--- src/design/lc3_instruction_core_assert.svh ---
// ----------------------------------------------------------------------------
// LC-3 instruction core assertion macros
// Concurrent assertion shorthands clocked on clk and disabled in reset.
// ----------------------------------------------------------------------------
`ifndef LC3_INSTRUCTION_CORE_ASSERT_SVH
`define LC3_INSTRUCTION_CORE_ASSERT_SVH
`ifndef ASSERT_OFF
// Same-cycle implication.
`define LC3_ASSERT_IMPLIES(lbl, ante, cons, msg) \
    lbl: assert property (@(posedge clk) disable iff (!rst_n) (ante) |-> (cons)) else $error(msg);
// Next-cycle implication.
`define LC3_ASSERT_NEXT(lbl, ante, cons, msg) \
    lbl: assert property (@(posedge clk) disable iff (!rst_n) (ante) |=> (cons)) else $error(msg);
`else
`define LC3_ASSERT_IMPLIES(lbl, ante, cons, msg)
`define LC3_ASSERT_NEXT(lbl, ante, cons, msg)
`endif
`endif

--- src/design/lc3ic_pkg.sv ---
// ----------------------------------------------------------------------------
// LC-3 instruction core package
// Shared write-port types, opcodes, trap vectors and helper functions.
// ----------------------------------------------------------------------------
package lc3ic_pkg;

    // Write port of the main memory.
    typedef struct packed {
        logic        en;
        logic [15:0] addr;
        logic [15:0] data;
    } mem_wr_t;

    // Write port of the register file.
    typedef struct packed {
        logic        en;
        logic [2:0]  addr;
        logic [15:0] data;
    } rf_wr_t;

    // Opcodes.
    localparam logic [3:0] OP_BR   = 4'h0;
    localparam logic [3:0] OP_ADD  = 4'h1;
    localparam logic [3:0] OP_LD   = 4'h2;
    localparam logic [3:0] OP_ST   = 4'h3;
    localparam logic [3:0] OP_JSR  = 4'h4;
    localparam logic [3:0] OP_AND  = 4'h5;
    localparam logic [3:0] OP_LDR  = 4'h6;
    localparam logic [3:0] OP_STR  = 4'h7;
    localparam logic [3:0] OP_RTI  = 4'h8;
    localparam logic [3:0] OP_NOT  = 4'h9;
    localparam logic [3:0] OP_LDI  = 4'hA;
    localparam logic [3:0] OP_STI  = 4'hB;
    localparam logic [3:0] OP_JMP  = 4'hC;
    localparam logic [3:0] OP_RES  = 4'hD;
    localparam logic [3:0] OP_LEA  = 4'hE;
    localparam logic [3:0] OP_TRAP = 4'hF;

    // Trap vectors.
    localparam logic [7:0] TV_GETC = 8'h20;
    localparam logic [7:0] TV_OUT  = 8'h21;
    localparam logic [7:0] TV_IN   = 8'h23;
    localparam logic [7:0] TV_HALT = 8'h25;

    // Result status codes.
    localparam logic [1:0] ST_RUN     = 2'd0;
    localparam logic [1:0] ST_HALTED  = 2'd1;
    localparam logic [1:0] ST_ILLEGAL = 2'd2;
    localparam logic [1:0] ST_TRAP    = 2'd3;

    // Keyboard device addresses and reset values.
    localparam logic [15:0] KBSR_ADDR  = 16'hFE00;
    localparam logic [15:0] KBDR_ADDR  = 16'hFE02;
    localparam logic [15:0] KEY_WAIT   = 16'h8000;
    localparam logic [15:0] PC_RESET   = 16'h3000;
    localparam logic [2:0]  FLAG_N     = 3'b100;
    localparam logic [2:0]  FLAG_Z     = 3'b010;
    localparam logic [2:0]  FLAG_P     = 3'b001;

    function automatic logic [15:0] sext9(input logic [15:0] w);
        sext9 = {{7{w[8]}}, w[8:0]};
    endfunction

    function automatic logic [15:0] sext6(input logic [15:0] w);
        sext6 = {{10{w[5]}}, w[5:0]};
    endfunction

    function automatic logic [15:0] sext11(input logic [15:0] w);
        sext11 = {{5{w[10]}}, w[10:0]};
    endfunction

    function automatic logic [15:0] sext5(input logic [15:0] w);
        sext5 = {{11{w[4]}}, w[4:0]};
    endfunction

    // Condition code of a written value.
    function automatic logic [2:0] nzp_of(input logic [15:0] w);
        if (w == 16'h0000)
            nzp_of = FLAG_Z;
        else if (w[15])
            nzp_of = FLAG_N;
        else
            nzp_of = FLAG_P;
    endfunction

endpackage

--- src/design/lc3ic_regs.sv ---
// ----------------------------------------------------------------------------
// LC-3 register file
// Eight 16-bit registers, two registered read ports and one write port.
// Valid bits make an unwritten register read as zero after reset.
// ----------------------------------------------------------------------------
module lc3ic_regs
    import lc3ic_pkg::*;
(
    input  logic        clk,
    input  logic        rst_n,
    input  logic        rd_en,
    input  logic [2:0]  rd_addr_a,
    input  logic [2:0]  rd_addr_b,
    output logic [15:0] rd_data_a,
    output logic [15:0] rd_data_b,
    input  rf_wr_t      wr
);

    logic [15:0] reg_array [8];
    logic [7:0]  valid_reg;
    logic [15:0] rd_a_reg;
    logic [15:0] rd_b_reg;
    logic [15:0] word_a;
    logic [15:0] word_b;

    assign rd_data_a = rd_a_reg;
    assign rd_data_b = rd_b_reg;

    // Read values with forwarding from a write in the same cycle.
    always_comb
    begin
        if (wr.en && (wr.addr == rd_addr_a))
            word_a = wr.data;
        else
            word_a = valid_reg[rd_addr_a] ? reg_array[rd_addr_a] : 16'h0000;
        if (wr.en && (wr.addr == rd_addr_b))
            word_b = wr.data;
        else
            word_b = valid_reg[rd_addr_b] ? reg_array[rd_addr_b] : 16'h0000;
    end

    // Valid bits clear at reset.
    always_ff @(posedge clk or negedge rst_n)
    begin
        if (!rst_n)
            valid_reg <= 8'h00;
        else if (wr.en)
            valid_reg[wr.addr] <= 1'b1;
    end

    // Storage and read registers.
    always_ff @(posedge clk)
    begin
        if (wr.en)
            reg_array[wr.addr] <= wr.data;
        if (rd_en)
        begin
            rd_a_reg <= word_a;
            rd_b_reg <= word_b;
        end
    end

endmodule
--- config.mk ---
export PLATFORM = sky130hd
export DESIGN_NAME = lc3ic_regs
export DESIGN_NICKNAME = d
export VERILOG_FILES = /design/src/design/lc3_instruction_core_assert.svh /design/src/design/lc3ic_pkg.sv /design/src/design/lc3ic_regs.sv
export SDC_FILE = /design/constraint.sdc
export NUM_CORES = 1
export LEC_CHECK = 0
export BUFFER_PORTS_ARGS = -buffer_cell sky130_fd_sc_hd__clkbuf_2
export CORE_MARGIN = 2
export CORE_UTILIZATION = 64
export DETAILED_ROUTE_END_ITERATION = 10
export PLACE_DENSITY = 0.93
export SKIP_CTS_REPAIR_TIMING = 1
export SLEW_MARGIN = 5
export SYNTH_ARGS = -nofsm -noshare
export SYNTH_HDL_FRONTEND = slang
export SYNTH_SLANG_ARGS = --single-unit
--- constraint.sdc ---
create_clock -name clk -period 3.2 [get_ports clk]
set_clock_uncertainty 0.2 [all_clocks]
set_input_delay 0.48 -clock clk [delete_from_list [all_inputs] [get_ports clk]]
set_output_delay 0.48 -clock clk [all_outputs]
set_load 0.02 [all_outputs]
# [Word level (Yosys, flattened, before mapping)]
# Memory sizes are Yosys's and may differ from the RTL's.
# Cells that the tools add are included.
# W data, S select, Z words.
[totals] reg_bits=40 output_inout_bits=32 memories=1 ramBits=128 word_cells=26
[mem_list] memory="reg_array" words=8 word_bits=16 rd=2 rd_ports_with_merged_regs=0 wr=1 line_no="lc3ic_regs.sv:19" source="logic [15:0] reg_array [8];"
[op_classes] n_reduce_logical=3 n_eq_ne=2 n_bitwise=1 muxes=12 magnitude_cmp=4
[op_table] op="$mux W16" n=4
[op_table] op="$lt A3 B4 Y1 const B" n=3
[op_table] op="$or A8 B8 Y8" n=1
[op_table] op="$bmux W1 S3" n=2
[op_table] op="$eq A3 B3 Y1" n=2
[op_table] op="$mux W1" n=5
[op_table] op="$demux W1 S3" n=1
[op_table] op="$ge A3 B1 Y1 const B" n=1
[op_table] op="$logic_and A1 B1 Y1" n=3

# [Logic depth before layout (Yosys ltp)]
# Gate-level depths: netlist (run 1).
[depth] ltp_word=5 mapped_depth=8 ltp_nobuf=4

# [Least setup slack after synthesis (run 1)]
# OpenSTA, ideal clock, no wires.
[synth_path] kind="input -> register" start="input wr[16] (netlist bit)" end="memory reg_array[0][0] (enable)" setup_time_ps=411 slack_ps=753 t_arrival_ps=1837 t_required_ps=2589 n_path_buf=1 path_stages=2 path_cell_list="buf_4 -> nor3_1"
[synth_lines] item="start: declaration" line_no="lc3ic_regs.sv:16" source="input rf_wr_t wr"
[synth_lines] item="end: declaration" line_no="lc3ic_regs.sv:19"
# Straight into the memory's write port.

# [Worst setup path in the final report (run 1)]
[layout_path] start="input rd_addr_a[0]" end="register rd_a_reg[3], in the netlist rd_data_a[3], data pin"
[layout_via] elab_chain_len=4
[layout_lines] item="start: declaration" line_no="lc3ic_regs.sv:12" source="input logic [2:0] rd_addr_a,"
[layout_lines] item="$bmux W1 S3" line_no="lc3ic_regs.sv:35" source="word_a = valid_reg[rd_addr_a] ? reg_array[rd_addr_a] : 16'h0000;"
[layout_lines] item="$mux W1 (not written as such)" line_no="lc3ic_regs.sv:35"
[layout_lines] item="$mux W16" line_no="lc3ic_regs.sv:35"
[layout_lines] item="$mux W16 (*)" line_no="lc3ic_regs.sv:32" source="if (wr.en && (wr.addr == rd_addr_a))"
[layout_lines] item="named net word_a[3]" line_no="lc3ic_regs.sv:23" source="logic [15:0] word_a;"
[layout_lines] item="end signal: assignment" line_no="lc3ic_regs.sv:58" source="rd_a_reg <= word_a;"
[layout_lines] item="end: declaration" line_no="lc3ic_regs.sv:21" source="logic [15:0] rd_a_reg;"
# The timed path passes the listed nets; every way through them passes the cells marked *. The select of a mux whose other input is x is not followed.
# A chain may end at the register's enable or synchronous reset.

==> results by group, run 1 <==
Drt
  • Number of optimization iterations in the first detailed-route pass: 5
  • Via-per-instance ratio: 7.21
  • Antenna violation net count after detailed routing: 0
  • Post-route DRC violation count: 0
  • Starting DRC count in detailed routing: 562
  • Wirelength per Cell: 29.6 microns
  • Total length of routed wires: 18500 microns
  • Overall via count from detail_route: 4523

Critical path
  • Critical path cell sequence: clkbuf_2 > xnor2_1 > and4_4 > or4_4 > o21ai_0
  • Critical path endpoint category: flop
  • Worst reg2reg startpoint: valid_reg[6]
  • Category of the worst setup path launch point: input port
  • Arr. time, crit path: 2220 ps
  • Category of the most critical setup path: input port to flop
  • Cell with the largest stage delay on the worst path: sky130_fd_sc_hd__or4_4
  • Data required time of the critical path: 3220 ps
  • Worst setup slack for register-to-register paths: 1070 ps
  • Maximum fanout count along the critical path: 16
  • Biggest cell delay along the critical path: 710 ps
  • Number of cell instances on the worst register-to-register path: 4
  • RR Endpoint: rd_data_a[3]

Synthesis
  • Cells after synthesis: 401
  • Sequential fraction of the synthesis area: 0.655
  • Count of distinct cell types in the synthesized netlist: 22
  • Number of synthesis warnings: 0
  • Mapped cell area: 7650 sq um
  • Average size of a mapped cell: 19.1 sq um
  • Net count of the mapped netlist: 430
  • FF+latch count, synth: 168

Layout
  • Filler Cells Inserted: 576
  • Leading cell type in the layout, fill and taps excluded: sky130_fd_sc_hd__edfxtp_1
  • Register bank with the most flops: reg_array
  • Share of final-layout standard cells stronger than drive strength 1: 0.432
  • Number of flip-flops in the largest register: 128
  • Post-route core utilization: 0.759
  • Inserted Diodes: 0
  • Area Growth Syn to Fin: 14.3%
  • Most used cells in the layout excluding fill and tap cells: 160 x sky130_fd_sc_hd__edfxtp_1, 66 x sky130_fd_sc_hd__mux4_2, 60 x sky130_fd_sc_hd__clkbuf_2
  • Final net count: 500

STA
  • Period utilization: 0.687
  • RSZ-0062 raised after global routing: no
  • Max-slew violation total from the final report: 0
  • Hold WS: 178 ps
  • Max Freq: 0.455 GHz
  • Setup violations, final: 0
  • Setup Total Neg Slack: 0 ps
  • Post-layout min period: 2200 ps
  • Worst slew margin relative to its limit: 0.368
  • Transition time of the tightest slew-check pin: 948 ps
  • Final worst setup slack: 1000 ps
  • Final hold vios: 0

GRT
  • Global-route congestion overflow total: 0
  • Global-route usage over all layers: 0.310
  • Vias in the first global route: 4882
  • Number of antenna violations at the first check in global routing: 0
  • Largest net degree at the start of global routing: 33
  • Wire length of the first global-routing pass: 28100 microns

Placed design
  • Number of buffers added on ports: 60
  • HPWL Detailed: 10600 microns
  • Final Wtd Congestion: 0.895
  • Pre-CTS worst setup slack: 596 ps

Clock network
  • Worst-Skew Late Latency: 420 ps
  • TritonCTS buffer count: 17
  • CTS tree: built
  • Clock transition at the registers of the reported paths: 70 ps
  • Deepest clock path buffer count: 2
  • Total clock sinks: 168
  • Master cell of the clock root buffer: sky130_fd_sc_hd__clkbuf_16
  • CTS H-Tree Depth: 4

Floorplan
  • # rows: 39
  • Initial Util: 0.664
  • DIE AREA: 12800 sq um
  • Die height: 113 microns
  • Core area: 11500 sq um
  • Die Wd: 113 microns
  • # IOs: 61

Hold path
  • Min-Delay Path Class: input port to flop
  • Hold wc startpoint: wr[13]
  • Hold Crit Endpoint: reg_array[5][13]
  • Number of instances on the worst hold path: 1

Power and ir drop
  • Highest ir drop seen on vdd: 0.000339 V
  • Ratio of total power to cell area: 605 nW/um^2
  • Final Power: 5290 uW
  • Leak Pwr: 0.00299 uW

Run
  • Number of maximum-capacitance violations: 0

Status
  • Outcome: completed
-- area by class of cell --
cell class | count | area, sq um | area share
Sequential cell | 168 | 5000 | 0.573
Multi-Input combinational cell | 203 | 2460 | 0.281
Timing Repair Buffer | 81 | 485 | 0.0556
Clock buffer | 19 | 433 | 0.0495
Tap cell | 143 | 179 | 0.0205
Clock inverter | 13 | 178 | 0.0203
-- stage by stage --
stage	instances	instance area [sq um]
4_1_cts	626	8730
5_1_grt	627	8740
3_3_place_gp	594	8120
6_report	627	8740
3_5_place_dp	594	8120
2_1_floorplan	401	7650
-- cell families (layout without fill, tap and decap cells) --
family | count (synthesis) | in the layout | synth area share
muxes | 100 | 100 | 0.239
DFF | 168 | 168 | 0.655
xor gates and xnor gates | 6 | 6 | 0.00687
AOI/OAI and AO/OA | 34 | 34 | 0.0331
buffers and inverters | 30 | 113 | 0.0252
and+or+nand+nor | 63 | 63 | 0.0411
-- power breakdown --
part | internal [uW] | leakage [uW] | switching [uW] | total (uW)
clock | 1300 | 0.000290 | 824 | 2120
combinational | 232 | 0.00115 | 338 | 570
sequential | 2540 | 0.00155 | 50.6 | 2600
-- metal layers --
metal	vias up	share of wire	track usage
met5	-	0	0
met4	0	0.055	0.189
met3	106	0.091	0.0707
met2	375	0.51	0.505
met1	2260	0.34	0.384
li1	1782	-	-
-- worst max-delay path by stage --
stage                            to  cells past startpoint  slack, ps         start
finish                 rd_data_a[3]                      5       1000  rd_addr_a[0]
global route           rd_data_a[3]                      5        960  rd_addr_a[0]
CTS                    rd_data_a[3]                      5       1030  rd_addr_a[0]
detailed placement    rd_data_a[15]                      5        600  rd_addr_a[0]
global placement       rd_data_b[5]                      5        810  rd_addr_b[0]
floorplan           reg_array[0][0]                      2        750        wr[16]
-- critical path: cells and delay by family --
kind	cells	cell delay, ps
AOI/OAI and AO/OA	1	350
xor gates and xnor gates	1	210
buffers and inverters	1	240
and+or+nand+nor	2	920
-- synth_stat cells --
cell type,instances,share of area
sky130_fd_sc_hd__clkbuf_1,12,0.0059
sky130_fd_sc_hd__nand2_1,34,0.017
sky130_fd_sc_hd__buf_4,3,0.0029
sky130_fd_sc_hd__nor3b_1,2,0.0020
sky130_fd_sc_hd__or2_2,8,0.0065
sky130_fd_sc_hd__a2111oi_0,2,0.0023
sky130_fd_sc_hd__nor3_1,2,0.0013
sky130_fd_sc_hd__dfrtp_1,8,0.026
sky130_fd_sc_hd__mux4_2,66,0.19
sky130_fd_sc_hd__mux2i_1,32,0.042
sky130_fd_sc_hd__xnor2_1,6,0.0069
sky130_fd_sc_hd__or4_4,2,0.0029
sky130_fd_sc_hd__nand2b_1,3,0.0025
sky130_fd_sc_hd__mux2_2,2,0.0029
sky130_fd_sc_hd__buf_2,7,0.0046
sky130_fd_sc_hd__o21ai_2,20,0.023
sky130_fd_sc_hd__o21ai_0,12,0.0079
sky130_fd_sc_hd__nor2b_1,4,0.0033
sky130_fd_sc_hd__and4_4,2,0.0029
sky130_fd_sc_hd__edfxtp_1,160,0.63
sky130_fd_sc_hd__buf_6,8,0.012
sky130_fd_sc_hd__nor2_1,6,0.0029
(Power assumes the default switching activity.)
==> run 2: changes to the inputs <==
--- a/config.mk
+++ b/config.mk
@@ -7,9 +7,9 @@
 export LEC_CHECK = 0
 export BUFFER_PORTS_ARGS = -buffer_cell sky130_fd_sc_hd__clkbuf_2
 export CORE_MARGIN = 2
-export CORE_UTILIZATION = 64
+export CORE_UTILIZATION = 60
 export DETAILED_ROUTE_END_ITERATION = 10
-export PLACE_DENSITY = 0.93
+export PLACE_DENSITY = 0.89
 export SKIP_CTS_REPAIR_TIMING = 1
 export SLEW_MARGIN = 5
 export SYNTH_ARGS = -nofsm -noshare
==> constraint.sdc (replaced) <==
create_clock -name clk -period 2.26 [get_ports clk]
set_clock_uncertainty 0.2 [all_clocks]
set_input_delay 0.339 -clock clk [delete_from_list [all_inputs] [get_ports clk]]
set_output_delay 0.339 -clock clk [all_outputs]
set_load 0.02 [all_outputs]
==> run 2 against run 1 <==
Net effect:
- cell count rose by 6.4%
- combinational power is 45% higher
- total power grew 36%
- wire length fell by 5.4%
- sequential share of layout area fell by 0.55 points
- clock-buffer cell count down 1
- first-iteration DRC count shrank 12%
- sequential power up 41%
- clock power grew 26%
- critical path type is now flop to flop
- largest cell class unchanged
- largest power group unchanged
- highest routed layer unchanged
==> results by group, run 2 (same netlist as run 1, synthesis figures left out) <==
Drt
  • Total length of routed wires: 17500 microns (was 18500 microns)
  • Wirelength per Cell: 26.3 microns (was 29.6 microns)
  • Overall via count from detail_route: 4367 (was 4523)
  • Number of optimization iterations in the first detailed-route pass: 6 (was 5)
  • Via-per-instance ratio: 6.55 (was 7.21)
  • Starting DRC count in detailed routing: 493 (was 562)
  • Antenna violation net count after detailed routing: 0 (unchanged)
  • Post-route DRC violation count: 0 (unchanged)

Run
  • Number of maximum-capacitance violations: 0 (unchanged)

GRT
  • Vias in the first global route: 4509 (was 4882)
  • Wire length of the first global-routing pass: 26000 microns (was 28100 microns)
  • Number of antenna violations at the first check in global routing: 0 (unchanged)
  • Global-route usage over all layers: 0.273 (was 0.310)
  • Largest net degree at the start of global routing: 33 (unchanged)
  • Global-route congestion overflow total: 0 (unchanged)

Floorplan
  • Die Wd: 117 microns (was 113 microns)
  • Core area: 12500 sq um (was 11500 sq um)
  • # rows: 41 (was 39)
  • # IOs: 61 (unchanged)
  • Initial Util: 0.611 (was 0.664)
  • Die height: 117 microns (was 113 microns)
  • DIE AREA: 13700 sq um (was 12800 sq um)

Layout
  • Inserted Diodes: 0 (unchanged)
  • Leading cell type in the layout, fill and taps excluded: sky130_fd_sc_hd__edfxtp_1 (unchanged)
  • Most used cells in the layout excluding fill and tap cells: 160 x sky130_fd_sc_hd__edfxtp_1, 66 x sky130_fd_sc_hd__mux4_2, 60 x sky130_fd_sc_hd__clkbuf_2 (unchanged)
  • Area occupied by multi-input gates: 2460 sq um (unchanged)
  • Area Growth Syn to Fin: 15.4% (was 14.3%)
  • Number of flip-flops in the largest register: 128 (unchanged)
  • Post-layout instance area: 8820 sq um (was 8740 sq um)
  • Register bank with the most flops: reg_array (unchanged)
  • Filler Cells Inserted: 752 (was 576)
  • Fin cells: 667 (was 627)
  • Share of final-layout standard cells stronger than drive strength 1: 0.444 (was 0.432)
  • Final net count: 511 (was 500)
  • Sequential cell area in the final layout: 5000 sq um (unchanged)

Power and ir drop
  • Final Power: 7170 uW (was 5290 uW)
  • Leak Pwr: 0.00301 uW (was 0.00299 uW)
  • Ratio of total power to cell area: 813 nW/um^2 (was 605 nW/um^2)
  • Highest ir drop seen on vdd: 0.000544 V (was 0.000339 V)

Critical path
  • Cell with the largest stage delay on the worst path: sky130_fd_sc_hd__or4_4 (unchanged)
  • WP buf/inv: 0 (was 1)
  • Arr. time, crit path: 2060 ps (was 2220 ps)
  • Category of the worst setup path launch point: flop (was input port)
  • Maximum fanout count along the critical path: 8 (was 16)
  • Worst path top cell family by delay: simple AND/OR/NAND/NOR gates (unchanged)
  • Category of the most critical setup path: flop to flop (was input port to flop)
  • Biggest cell delay along the critical path: 620 ps (was 710 ps)
  • Data required time of the critical path: 2260 ps (was 3220 ps)
  • Critical path endpoint category: flop (unchanged)
  • Critical path cell sequence: mux4_2 > nor2b_1 > or4_4 > o21ai_0 (was clkbuf_2 > xnor2_1 > and4_4 > or4_4 > o21ai_0)

Clock network
  • Worst-Skew Late Latency: 420 ps (about the same)
  • Clock transition at the registers of the reported paths: 60 ps (was 70 ps)
  • CTS H-Tree Depth: 4 (unchanged)
  • Deepest clock path buffer count: 2 (unchanged)
  • Master cell of the clock root buffer: sky130_fd_sc_hd__clkbuf_16 (unchanged)
  • CTS tree: built (unchanged)
  • Total clock sinks: 168 (unchanged)
  • TritonCTS buffer count: 17 (unchanged)

Placed design
  • HPWL Detailed: 10200 microns (was 10600 microns)
  • Placed standard-cell area: 8270 sq um (was 8120 sq um)
  • Pre-CTS worst setup slack: 38.6 ps (was 596 ps)
  • Placed instance count: 634 (was 594)
  • Final Wtd Congestion: 0.838 (was 0.895)
  • Number of buffers added on ports: 60 (unchanged)

STA
  • Transition time of the tightest slew-check pin: 541 ps (was 948 ps)
  • Period utilization: 0.912
  • Worst slew margin relative to its limit: 0.630 (was 0.368)
  • RSZ-0062 raised after global routing: no (unchanged)
  • Final worst setup slack: 198 ps (was 1000 ps)
  • Post-layout min period: 2060 ps
  • Hold WS: 44.4 ps (was 178 ps)
  • Max-slew violation total from the final report: 0 (unchanged)
  • Setup violations, final: 0 (unchanged)
  • Max Freq: 0.485 GHz
  • Final hold vios: 0 (unchanged)

Hold path
  • Min-Delay Path Class: input port to flop (unchanged)

Status
  • Outcome: completed (unchanged)
run 2: cell count changes in the layout (fill, tap and decap cells not counted):
cell / before / now
sky130_fd_sc_hd__buf_4: 18 / 26
sky130_fd_sc_hd__buf_12: 2 / 5
sky130_fd_sc_hd__bufinv_16: 4 / 1
sky130_fd_sc_hd__clkinvlp_4: 2 / 5
sky130_fd_sc_hd__clkbuf_1: 2 / 1
sky130_fd_sc_hd__clkinv_1: 3 / 4
sky130_fd_sc_hd__clkinv_2: 1 / 2
sky130_fd_sc_hd__inv_6: 1 / 0
run 2: final timing paths:
kind                            slack (ps)              end  cells past startpoint          from
worst max register to register         200     rd_data_b[1]                      4  valid_reg[6]
worst min register to register         300     valid_reg[5]                      1  valid_reg[5]
worst max-delay path                   200     rd_data_b[1]                      4  valid_reg[6]
worst min-delay path                    40  reg_array[0][0]                      1         wr[0]
max in group asynchronous             1580     valid_reg[6]                      2         rst_n
min in group asynchronous              100     valid_reg[1]                      2         rst_n
run 2: metal layers:
metal  wire, microns  global-route usage  vias to the layer above
met1            6080               0.352                     2199
met2            9120               0.452                      314
li1                -                   -                     1803
met3            1800              0.0644                       51
met4             530               0.120                        0
met5               0                   0                        -
run 2: power by group:
part / switching [uW] / internal (uW)
registers: 68.4 / 3600
logic: 469 / 358
clock network: 1180 / 1500
total: 1710 / 5460
run 2: worst register-to-register path, delay by kind of cell, from the launching register on:
family          cells  cell delay [ps]
mux                 1              250
compound gates      1              360
flops               1              370
simple gates        2              670
run 2: area by class of cell:
type / instances / share of cell area
clock inverter: 14 / 0.0125
clock buffer: 18 / 0.0486
multi-input combinational: 203 / 0.279
timing repair buffer: 92 / 0.0686
sequential: 168 / 0.567
tap: 172 / 0.0244
run 2: stage by stage:
stage / setup TNS, ps / utilization
after global placement: 0 / 0.661
after CTS: 0 / 0.704
after floorplan: -1480 / -
after detailed placement: 0 / 0.661
after global routing: 0 / 0.705
final: 0 / 0.705
